### config.mk
export PLATFORM = sky130hd
export DESIGN_NAME = regex_tokenizer_with_concat
export DESIGN_NICKNAME = d
export VERILOG_FILES = /design/src/sv/rtc_pkg.sv /design/src/sv/regex_tokenizer_with_concat.sv /design/src/sv/rtc_front.sv /design/src/sv/rtc_fifo.sv /design/src/sv/rtc_back.sv
export SDC_FILE = /design/constraint.sdc
export NUM_CORES = 1
export LEC_CHECK = 0
export ABC_AREA = 1
export BUFFER_PORTS_ARGS = -buffer_cell sky130_fd_sc_hd__buf_4
export CORE_ASPECT_RATIO = 1.1
export CORE_MARGIN = 2
export CORE_UTILIZATION = 55
export CTS_CLUSTER_DIAMETER = 120
export CTS_CLUSTER_SIZE = 8
export DETAILED_ROUTE_END_ITERATION = 8
export PLACE_DENSITY = 0.76
export REMOVE_ABC_BUFFERS = 1
export SYNTH_ARGS = -nofsm -noshare
export SYNTH_HDL_FRONTEND = slang
export SYNTH_HIERARCHICAL = 1
export SYNTH_SLANG_ARGS = --single-unit
### constraint.sdc
create_clock -name clk -period 2.4 [get_ports clk]
set_input_delay 0.48 -clock clk [delete_from_list [all_inputs] [get_ports clk]]
set_output_delay 0.48 -clock clk [all_outputs]
set_load 0.01 [all_outputs]
### src/sv/rtc_pkg.sv
// ----------------------------------------------------------------------------
// rtc_pkg
// Shared types and token codes of the regex tokenizer.
// ----------------------------------------------------------------------------
package rtc_pkg;

    // token kinds
    localparam logic [3:0] KIND_LIT    = 4'd0;
    localparam logic [3:0] KIND_LBRACK = 4'd1;
    localparam logic [3:0] KIND_RBRACK = 4'd2;
    localparam logic [3:0] KIND_QMARK  = 4'd3;
    localparam logic [3:0] KIND_PLUS   = 4'd4;
    localparam logic [3:0] KIND_STAR   = 4'd5;
    localparam logic [3:0] KIND_BAR    = 4'd6;
    localparam logic [3:0] KIND_LPAREN = 4'd7;
    localparam logic [3:0] KIND_RPAREN = 4'd8;
    localparam logic [3:0] KIND_DOT    = 4'd9;
    localparam logic [3:0] KIND_DASH   = 4'd10;
    localparam logic [3:0] KIND_CARET  = 4'd11;
    localparam logic [3:0] KIND_CONCAT = 4'd12;
    localparam logic [3:0] KIND_NONE   = 4'd13;

    localparam logic ERR_NONE   = 1'b0;
    localparam logic ERR_ESCAPE = 1'b1;

    localparam int CMD_FIFO_DEPTH = 4;

    typedef struct packed {
        logic [7:0] in_char;
        logic       pattern_end;
    } char_item_t;

    typedef struct packed {
        logic [3:0] token_kind;
        logic [7:0] literal_value;
        logic       error_code;
        logic       pattern_done;
        logic       last_of_run;
    } token_item_t;

    // one classified character: the token plus whether a concat goes first
    typedef struct packed {
        logic [3:0] kind;
        logic [7:0] value;
        logic       err;
        logic       concat;
        logic       done;
    } cmd_t;

endpackage

### src/sv/regex_tokenizer_with_concat.sv
// ----------------------------------------------------------------------------
// regex_tokenizer_with_concat
// Regex lexer: pattern characters in, tokens with explicit concat out.
//
//  channel  | handshake        | payload
//  ---------+------------------+---------------------------------------------
//  input    | push / full      | char_item : in_char, pattern_end
//  result   | empty / pop      | token : kind, literal, error, done, last
//
// One character is accepted per cycle while the command queue has room.
// The emitter sends one result per cycle while its output is empty or popped;
// a character that needs a concat yields a concat result, then its token.
// Reset clears the lexer state, the queue and the output stage.
// Either side may stall; the queue of FIFO_DEPTH commands decouples them.
// ----------------------------------------------------------------------------
module regex_tokenizer_with_concat
#(
    parameter int FIFO_DEPTH = rtc_pkg::CMD_FIFO_DEPTH
)
(
    input  logic                 clk,
    input  logic                 rst_n,
    input  logic                 push,
    output logic                 full,
    input  rtc_pkg::char_item_t  char_item,
    output logic                 empty,
    input  logic                 pop,
    output rtc_pkg::token_item_t token
);

    rtc_pkg::cmd_t wr_cmd;
    rtc_pkg::cmd_t head_cmd;
    logic          cmd_wr;
    logic          cmd_rd;
    logic          q_full;
    logic          q_empty;

    assign full = q_full;

    rtc_front u_front
    (
        .clk       (clk),
        .rst_n     (rst_n),
        .push      (push),
        .full      (q_full),
        .char_item (char_item),
        .cmd_wr    (cmd_wr),
        .cmd       (wr_cmd)
    );

    rtc_fifo
    #(
        .DEPTH (FIFO_DEPTH)
    )
    u_fifo
    (
        .clk     (clk),
        .rst_n   (rst_n),
        .wr_en   (cmd_wr),
        .wr_data (wr_cmd),
        .rd_en   (cmd_rd),
        .rd_data (head_cmd),
        .full    (q_full),
        .empty   (q_empty)
    );

    rtc_back u_back
    (
        .clk       (clk),
        .rst_n     (rst_n),
        .cmd       (head_cmd),
        .cmd_empty (q_empty),
        .cmd_rd    (cmd_rd),
        .pop       (pop),
        .empty     (empty),
        .token     (token)
    );

endmodule

### src/sv/rtc_front.sv
// ----------------------------------------------------------------------------
// rtc_front
// Classifies each character, tracks escape/drop/previous-token state and
// writes one command per token-producing character.
// ----------------------------------------------------------------------------
module rtc_front
(
    input  logic                clk,
    input  logic                rst_n,
    input  logic                push,
    input  logic                full,
    input  rtc_pkg::char_item_t char_item,
    output logic                cmd_wr,
    output rtc_pkg::cmd_t       cmd
);

    localparam logic [7:0] CH_BSLASH = 8'h5C;
    localparam logic [7:0] CH_T      = 8'h74;
    localparam logic [7:0] CH_N      = 8'h6E;
    localparam logic [7:0] CH_UNDER  = 8'h5F;
    localparam logic [7:0] CH_QUOTE  = 8'h27;
    localparam logic [7:0] CH_DQUOTE = 8'h22;
    localparam logic [7:0] CH_TAB    = 8'h09;
    localparam logic [7:0] CH_LF     = 8'h0A;
    localparam logic [7:0] CH_SPACE  = 8'h20;
    localparam logic [7:0] CH_LBRACK = 8'h5B;
    localparam logic [7:0] CH_RBRACK = 8'h5D;
    localparam logic [7:0] CH_QMARK  = 8'h3F;
    localparam logic [7:0] CH_PLUS   = 8'h2B;
    localparam logic [7:0] CH_STAR   = 8'h2A;
    localparam logic [7:0] CH_BAR    = 8'h7C;
    localparam logic [7:0] CH_LPAREN = 8'h28;
    localparam logic [7:0] CH_RPAREN = 8'h29;
    localparam logic [7:0] CH_DOT    = 8'h2E;
    localparam logic [7:0] CH_DASH   = 8'h2D;
    localparam logic [7:0] CH_CARET  = 8'h5E;

    logic [3:0] prev_kind_reg, prev_kind_next;
    logic       esc_reg, esc_next;
    logic       drop_reg, drop_next;
    logic       accept;
    logic       emit;
    logic       wants_concat;

    assign accept = push && !full;

    always_comb
    begin
        case (prev_kind_reg)
            rtc_pkg::KIND_LIT, rtc_pkg::KIND_RBRACK, rtc_pkg::KIND_QMARK,
            rtc_pkg::KIND_PLUS, rtc_pkg::KIND_STAR, rtc_pkg::KIND_RPAREN,
            rtc_pkg::KIND_DOT: wants_concat = 1'b1;
            default:           wants_concat = 1'b0;
        endcase
    end

    always_comb
    begin
        emit       = 1'b1;
        cmd.kind   = rtc_pkg::KIND_NONE;
        cmd.value  = 8'd0;
        cmd.err    = rtc_pkg::ERR_NONE;
        cmd.concat = 1'b0;
        cmd.done   = char_item.pattern_end;
        esc_next   = esc_reg;
        drop_next  = drop_reg;

        if (drop_reg)
        begin
            emit = 1'b0;
        end
        else if (esc_reg)
        begin
            esc_next   = 1'b0;
            cmd.kind   = rtc_pkg::KIND_LIT;
            cmd.concat = wants_concat;
            case (char_item.in_char)
                CH_BSLASH: cmd.value = CH_BSLASH;
                CH_T:      cmd.value = CH_TAB;
                CH_QUOTE:  cmd.value = CH_QUOTE;
                CH_N:      cmd.value = CH_LF;
                CH_UNDER:  cmd.value = CH_SPACE;
                CH_DQUOTE: cmd.value = CH_DQUOTE;
                default:
                begin
                    cmd.kind   = rtc_pkg::KIND_NONE;
                    cmd.err    = rtc_pkg::ERR_ESCAPE;
                    cmd.concat = 1'b0;
                    drop_next  = 1'b1;
                end
            endcase
        end
        else
        begin
            case (char_item.in_char)
                CH_BSLASH:
                begin
                    // backslash as the last character is a bad escape
                    if (char_item.pattern_end)
                    begin
                        cmd.err   = rtc_pkg::ERR_ESCAPE;
                        drop_next = 1'b1;
                    end
                    else
                    begin
                        emit     = 1'b0;
                        esc_next = 1'b1;
                    end
                end
                CH_LBRACK:
                begin
                    cmd.kind   = rtc_pkg::KIND_LBRACK;
                    cmd.concat = wants_concat;
                end
                CH_RBRACK: cmd.kind = rtc_pkg::KIND_RBRACK;
                CH_QMARK:  cmd.kind = rtc_pkg::KIND_QMARK;
                CH_PLUS:   cmd.kind = rtc_pkg::KIND_PLUS;
                CH_STAR:   cmd.kind = rtc_pkg::KIND_STAR;
                CH_BAR:    cmd.kind = rtc_pkg::KIND_BAR;
                CH_LPAREN:
                begin
                    cmd.kind   = rtc_pkg::KIND_LPAREN;
                    cmd.concat = wants_concat;
                end
                CH_RPAREN: cmd.kind = rtc_pkg::KIND_RPAREN;
                CH_DOT:
                begin
                    cmd.kind   = rtc_pkg::KIND_DOT;
                    cmd.concat = wants_concat;
                end
                CH_DASH:   cmd.kind = rtc_pkg::KIND_DASH;
                CH_CARET:  cmd.kind = rtc_pkg::KIND_CARET;
                default:
                begin
                    cmd.kind   = rtc_pkg::KIND_LIT;
                    cmd.value  = char_item.in_char;
                    cmd.concat = wants_concat;
                end
            endcase
        end

        // error tokens leave the previous kind alone
        prev_kind_next = (emit && !cmd.err) ? cmd.kind : prev_kind_reg;

        if (char_item.pattern_end)
        begin
            prev_kind_next = rtc_pkg::KIND_NONE;
            esc_next       = 1'b0;
            drop_next      = 1'b0;
        end
    end

    assign cmd_wr = accept && emit;

    always_ff @(posedge clk or negedge rst_n)
    begin
        if (!rst_n)
        begin
            prev_kind_reg <= rtc_pkg::KIND_NONE;
            esc_reg       <= 1'b0;
            drop_reg      <= 1'b0;
        end
        else if (accept)
        begin
            prev_kind_reg <= prev_kind_next;
            esc_reg       <= esc_next;
            drop_reg      <= drop_next;
        end
    end

endmodule

### src/sv/rtc_fifo.sv
// ----------------------------------------------------------------------------
// rtc_fifo
// Small command queue between the classifier and the token emitter.
// ----------------------------------------------------------------------------
module rtc_fifo
#(
    parameter int DEPTH = rtc_pkg::CMD_FIFO_DEPTH
)
(
    input  logic          clk,
    input  logic          rst_n,
    input  logic          wr_en,
    input  rtc_pkg::cmd_t wr_data,
    input  logic          rd_en,
    output rtc_pkg::cmd_t rd_data,
    output logic          full,
    output logic          empty
);

    localparam int PTR_W = (DEPTH > 1) ? $clog2(DEPTH) : 1;
    localparam int CNT_W = $clog2(DEPTH + 1);
    localparam logic [PTR_W-1:0] PTR_LAST = PTR_W'(DEPTH - 1);
    localparam logic [CNT_W-1:0] CNT_FULL = CNT_W'(DEPTH);

    rtc_pkg::cmd_t    mem [DEPTH];
    logic [PTR_W-1:0] wr_ptr_reg, wr_ptr_next;
    logic [PTR_W-1:0] rd_ptr_reg, rd_ptr_next;
    logic [CNT_W-1:0] count_reg, count_next;
    logic             do_wr;
    logic             do_rd;

    assign full    = (count_reg == CNT_FULL);
    assign empty   = (count_reg == '0);
    assign do_wr   = wr_en && !full;
    assign do_rd   = rd_en && !empty;
    assign rd_data = mem[rd_ptr_reg];

    always_comb
    begin
        wr_ptr_next = wr_ptr_reg;
        rd_ptr_next = rd_ptr_reg;
        count_next  = count_reg;
        if (do_wr)
        begin
            wr_ptr_next = (wr_ptr_reg == PTR_LAST) ? '0 : wr_ptr_reg + 1'b1;
        end
        if (do_rd)
        begin
            rd_ptr_next = (rd_ptr_reg == PTR_LAST) ? '0 : rd_ptr_reg + 1'b1;
        end
        if (do_wr && !do_rd)
        begin
            count_next = count_reg + 1'b1;
        end
        else if (do_rd && !do_wr)
        begin
            count_next = count_reg - 1'b1;
        end
    end

    always_ff @(posedge clk or negedge rst_n)
    begin
        if (!rst_n)
        begin
            wr_ptr_reg <= '0;
            rd_ptr_reg <= '0;
            count_reg  <= '0;
        end
        else
        begin
            wr_ptr_reg <= wr_ptr_next;
            rd_ptr_reg <= rd_ptr_next;
            count_reg  <= count_next;
        end
    end

    always_ff @(posedge clk)
    begin
        if (do_wr)
        begin
            mem[wr_ptr_reg] <= wr_data;
        end
    end

endmodule

### src/sv/rtc_back.sv
// ----------------------------------------------------------------------------
// rtc_back
// Expands each command into an optional concat plus its token, one result
// per cycle while the output is empty or popped, via a registered output stage.
// ----------------------------------------------------------------------------
module rtc_back
(
    input  logic                 clk,
    input  logic                 rst_n,
    input  rtc_pkg::cmd_t        cmd,
    input  logic                 cmd_empty,
    output logic                 cmd_rd,
    input  logic                 pop,
    output logic                 empty,
    output rtc_pkg::token_item_t token
);

    rtc_pkg::token_item_t out_reg, out_next;
    logic                 out_valid_reg, out_valid_next;
    logic                 phase_reg, phase_next;   // concat of head already sent
    logic                 load;
    logic                 take;

    assign load  = !out_valid_reg || pop;
    assign take  = load && !cmd_empty;
    assign empty = !out_valid_reg;
    assign token = out_reg;

    always_comb
    begin
        out_next   = out_reg;
        phase_next = phase_reg;
        cmd_rd     = 1'b0;
        if (take)
        begin
            if (cmd.concat && !phase_reg)
            begin
                out_next.token_kind    = rtc_pkg::KIND_CONCAT;
                out_next.literal_value = 8'd0;
                out_next.error_code    = rtc_pkg::ERR_NONE;
                out_next.pattern_done  = 1'b0;
                out_next.last_of_run   = 1'b0;
                phase_next             = 1'b1;
            end
            else
            begin
                out_next.token_kind    = cmd.kind;
                out_next.literal_value = cmd.value;
                out_next.error_code    = cmd.err;
                out_next.pattern_done  = cmd.done;
                out_next.last_of_run   = 1'b1;
                phase_next             = 1'b0;
                cmd_rd                 = 1'b1;
            end
        end
        out_valid_next = take ? 1'b1 : (pop ? 1'b0 : out_valid_reg);
    end

    always_ff @(posedge clk or negedge rst_n)
    begin
        if (!rst_n)
        begin
            out_valid_reg <= 1'b0;
            phase_reg     <= 1'b0;
        end
        else
        begin
            out_valid_reg <= out_valid_next;
            phase_reg     <= phase_next;
        end
    end

    always_ff @(posedge clk)
    begin
        out_reg <= out_next;
    end

endmodule

==> flow_summary.toml <==
[grt]
busiest_layer = "met2"
grt_util_met2_pct = 34.9
grt_pass1_vias = 3018
antenna_found_initial = 0
grtUsageMet1_pct = 23.6
grt_usage_pct = 19.7
grtUsageMet3_pct = 2.18
grt_max_degree = 32
grt-ovfl-total = 0
grt_pass1_wl_mm = 13.9

[finish]
multi_input_area_sq_mm = 0.00151
nFillCells = 667
largest_reg_flops = 60
regArea_sq_mm = 0.00263
antenna_cells = 0
drive_gt1_share_pct = 21.3
nNetsFinal = 517
area_growth_syn_to_layout_pct = 12.2

[drt]
postRouteAntennaNets = 0
via_count = 3094
drt-initial-drc-count = 154
via_per_inst = 5.07
drcViolationCount = 0
wl_per_cell_um = 13.6
drt-pass1-iter-count = 4
wl_mm = 8.31

[critical_path]
timing.rr.start = "u_fifo/count_reg[2]"
cp.required_ns = 2.64
crit_fanout = 4
crit_arrival_ns = 2.42
endpoint = "u_fifo/count_reg[1]"
worst-setup-path-type = "reg -> reg"
r2r_slack_ns = 0.21
worst_r2r_path_depth = 12
r2r-end = "u_fifo/count_reg[1]"
worstSetupEndpointType = "flop"
critPathLaunch = "u_fifo/count_reg[2]"
crit_path_start_kind = "flop"

[min_path]
hp-class = "in -> reg"

[clock_network]
cts_tree = "done"
clk_latency_ns = 0.35
ctsHtreeMaxLevel = 3
cts.path.max_buffers = 2
path_clk_slew_ns = 0.09
cts_num_sinks = 90
cts_buffers = 9
cts_root_buf = "clkbuf_8"

[synth]
ys_seq_area_share_pct = 57.3
async_flop_share_pct = 16.7
syn_inst = 454
yosys_warnings = 6
synth_commonest_cells = "nand2_1 (105), edfxtp_1 (75), inv_1 (74)"
synth-main-ff-cell = "edfxtp_1"
yosys.area.top_type = "edfxtp_1"
syn_area_per_cell_sq_um = 10.1
synth_cell_types = 36
synth.top_cell.area_share_pct = 49.0
synthTopCellsByArea = "edfxtp_1 (49%), nand2_1 (8.6%), dfrtp_1 (6.5%)"
synth_seq_cells = 90
synth.cell_area_sq_mm = 0.00459
yosysMostFrequentCell = "nand2_1"
synth_edf_count = 75

[floorplanning]
boundaryPins = 30
die_h_um = 99.8
coreArea_sq_mm = 0.00800
start_util_pct = 57.4
die_w_um = 91.1
die_area_sq_mm = 0.00910
rows = 34

[timing]
timing.final.crit_share_pct = 91.2
period_needed_ns = 2.19
fin_ws_ns = 0.211
max_slew_margin_pct = 60.8
fmax_mhz = 457
clock_skew_ns = 0.0110
worstMarginPinSlew_ns = 0.588
slew_viol_final = 0
finalHoldViolations = 0
setup_viol = 0
holdWs_ns = 0.378

[run]
cap_violations = 0

[power]
p_per_area_mw_per_mm2 = 1230
vdd_drop_max_mv = 0.505
leakage_uw = 0.00234

[placement]
place_hpwl_mm = 5.81
gp_routability_congestion = 0.903
io_buffers = 29
preCtsSetupSlack_ns = 0.0864

[run_status]
status = "finished clean"
==> logic make-up after synthesis <==
group,Yosys count,synth area share [%]
simple gates,209,22.7
buf+inv,96,9.92
flops,90,57.3
compound gates,51,7.87
xor+xnor,1,0.191
fa+ha+maj,7,2.07
==> power by group <==
part | total (uW) | switching (uW) | leakage [uW] | internal, uW
Clock | 1120 | 526 | 0.000108 | 591
Combinational | 2550 | 1610 | 0.00136 | 946
Sequential | 2680 | 206 | 0.000876 | 2470
==> through the flow <==
step	cells	total power (uW)	TNS (ns)	cell area (sq um)	utilization, %
CTS	608	6340	0	5130	64.2
finish	610	6350	0	5150	64.4
global route	610	6810	-0.0144	5150	64.4
floorplan	440	4360	-1.20	4450	-
detailed placement	591	5230	0	4900	61.3
global placement	591	5110	0	4900	61.3
==> layout by cell type, fill, tap and decap left out, types with 3 or more instances in the layout <==
cell      Yosys  layout
nand2_1     105     105
o21ai_0       5       5
nor2_4        6       6
a21oi_1      11      11
nand3_1      22      21
clkbuf_8      2       9
nand2_2       6       6
inv_2         8       8
buf_4         1      45
ha_1          6       6
dfrtp_1      12      12
nand4_1       3       3
nor2_1       44      43
nor2_2        5       6
o211ai_2      3       3
edfxtp_1     75      75
dfstp_2       3       3
nand2_4       7       7
o211ai_1     29      29
inv_1        74      74
==> final cells by class <==
type | instances | area share [%]
clock buffers | 10 | 2.48
clock inverters | 6 | 1.75
inverters | 82 | 5.97
multi-input cells | 268 | 29.4
flip-flops and latches | 90 | 51.1
well taps | 108 | 2.62
repair buffers | 46 | 6.75
==> layer usage <==
layer	share of wire (%)	vias up
met5	0	-
met4	3.2	0
met3	2.3	22
met2	51	66
met1	44	1445
li1	-	1561
==> worst max-delay path, stage by stage, from the launching register on <==
cell and delay, ns:
dfrtp_1 0.39, inv_1 0.07, nand3_1 0.16, inv_1 0.08
inv_1 0.07, nand2_1 0.08, nor2_1 0.21, nand2_1 0.15
ha_1 0.22, inv_1 0.09, fa_1 0.41, nand2_1 0.08
o21ai_0 0.07
==> repair_timing <==
| action | 4_1_cts | 5_1_grt |
|---|---|---|
| hold buffers | 1 | 0 |
| endpoints found under the setup margin | 0 | 2 |
| endpoints found under the hold margin | 12 | 0 |
| setup buffers | 0 | 2 |
| resized for setup | 0 | 2 |
==> worst min-delay path by stage <==
| stage | cells after the start | from | to |
|---|---|---|---|
| after floorplan | 0 | rst_n | u_back/out_valid_reg |
| after global placement | 1 | rst_n | u_back/out_valid_reg |
| after detailed placement | 1 | rst_n | u_back/out_valid_reg |
| after CTS | 1 | char_item[0] | u_fifo/mem[1][0] |
| after global routing | 1 | char_item[0] | u_fifo/mem[1][0] |
| final | 1 | char_item[0] | u_fifo/mem[1][0] |
Power figures use the tool's default switching activity.
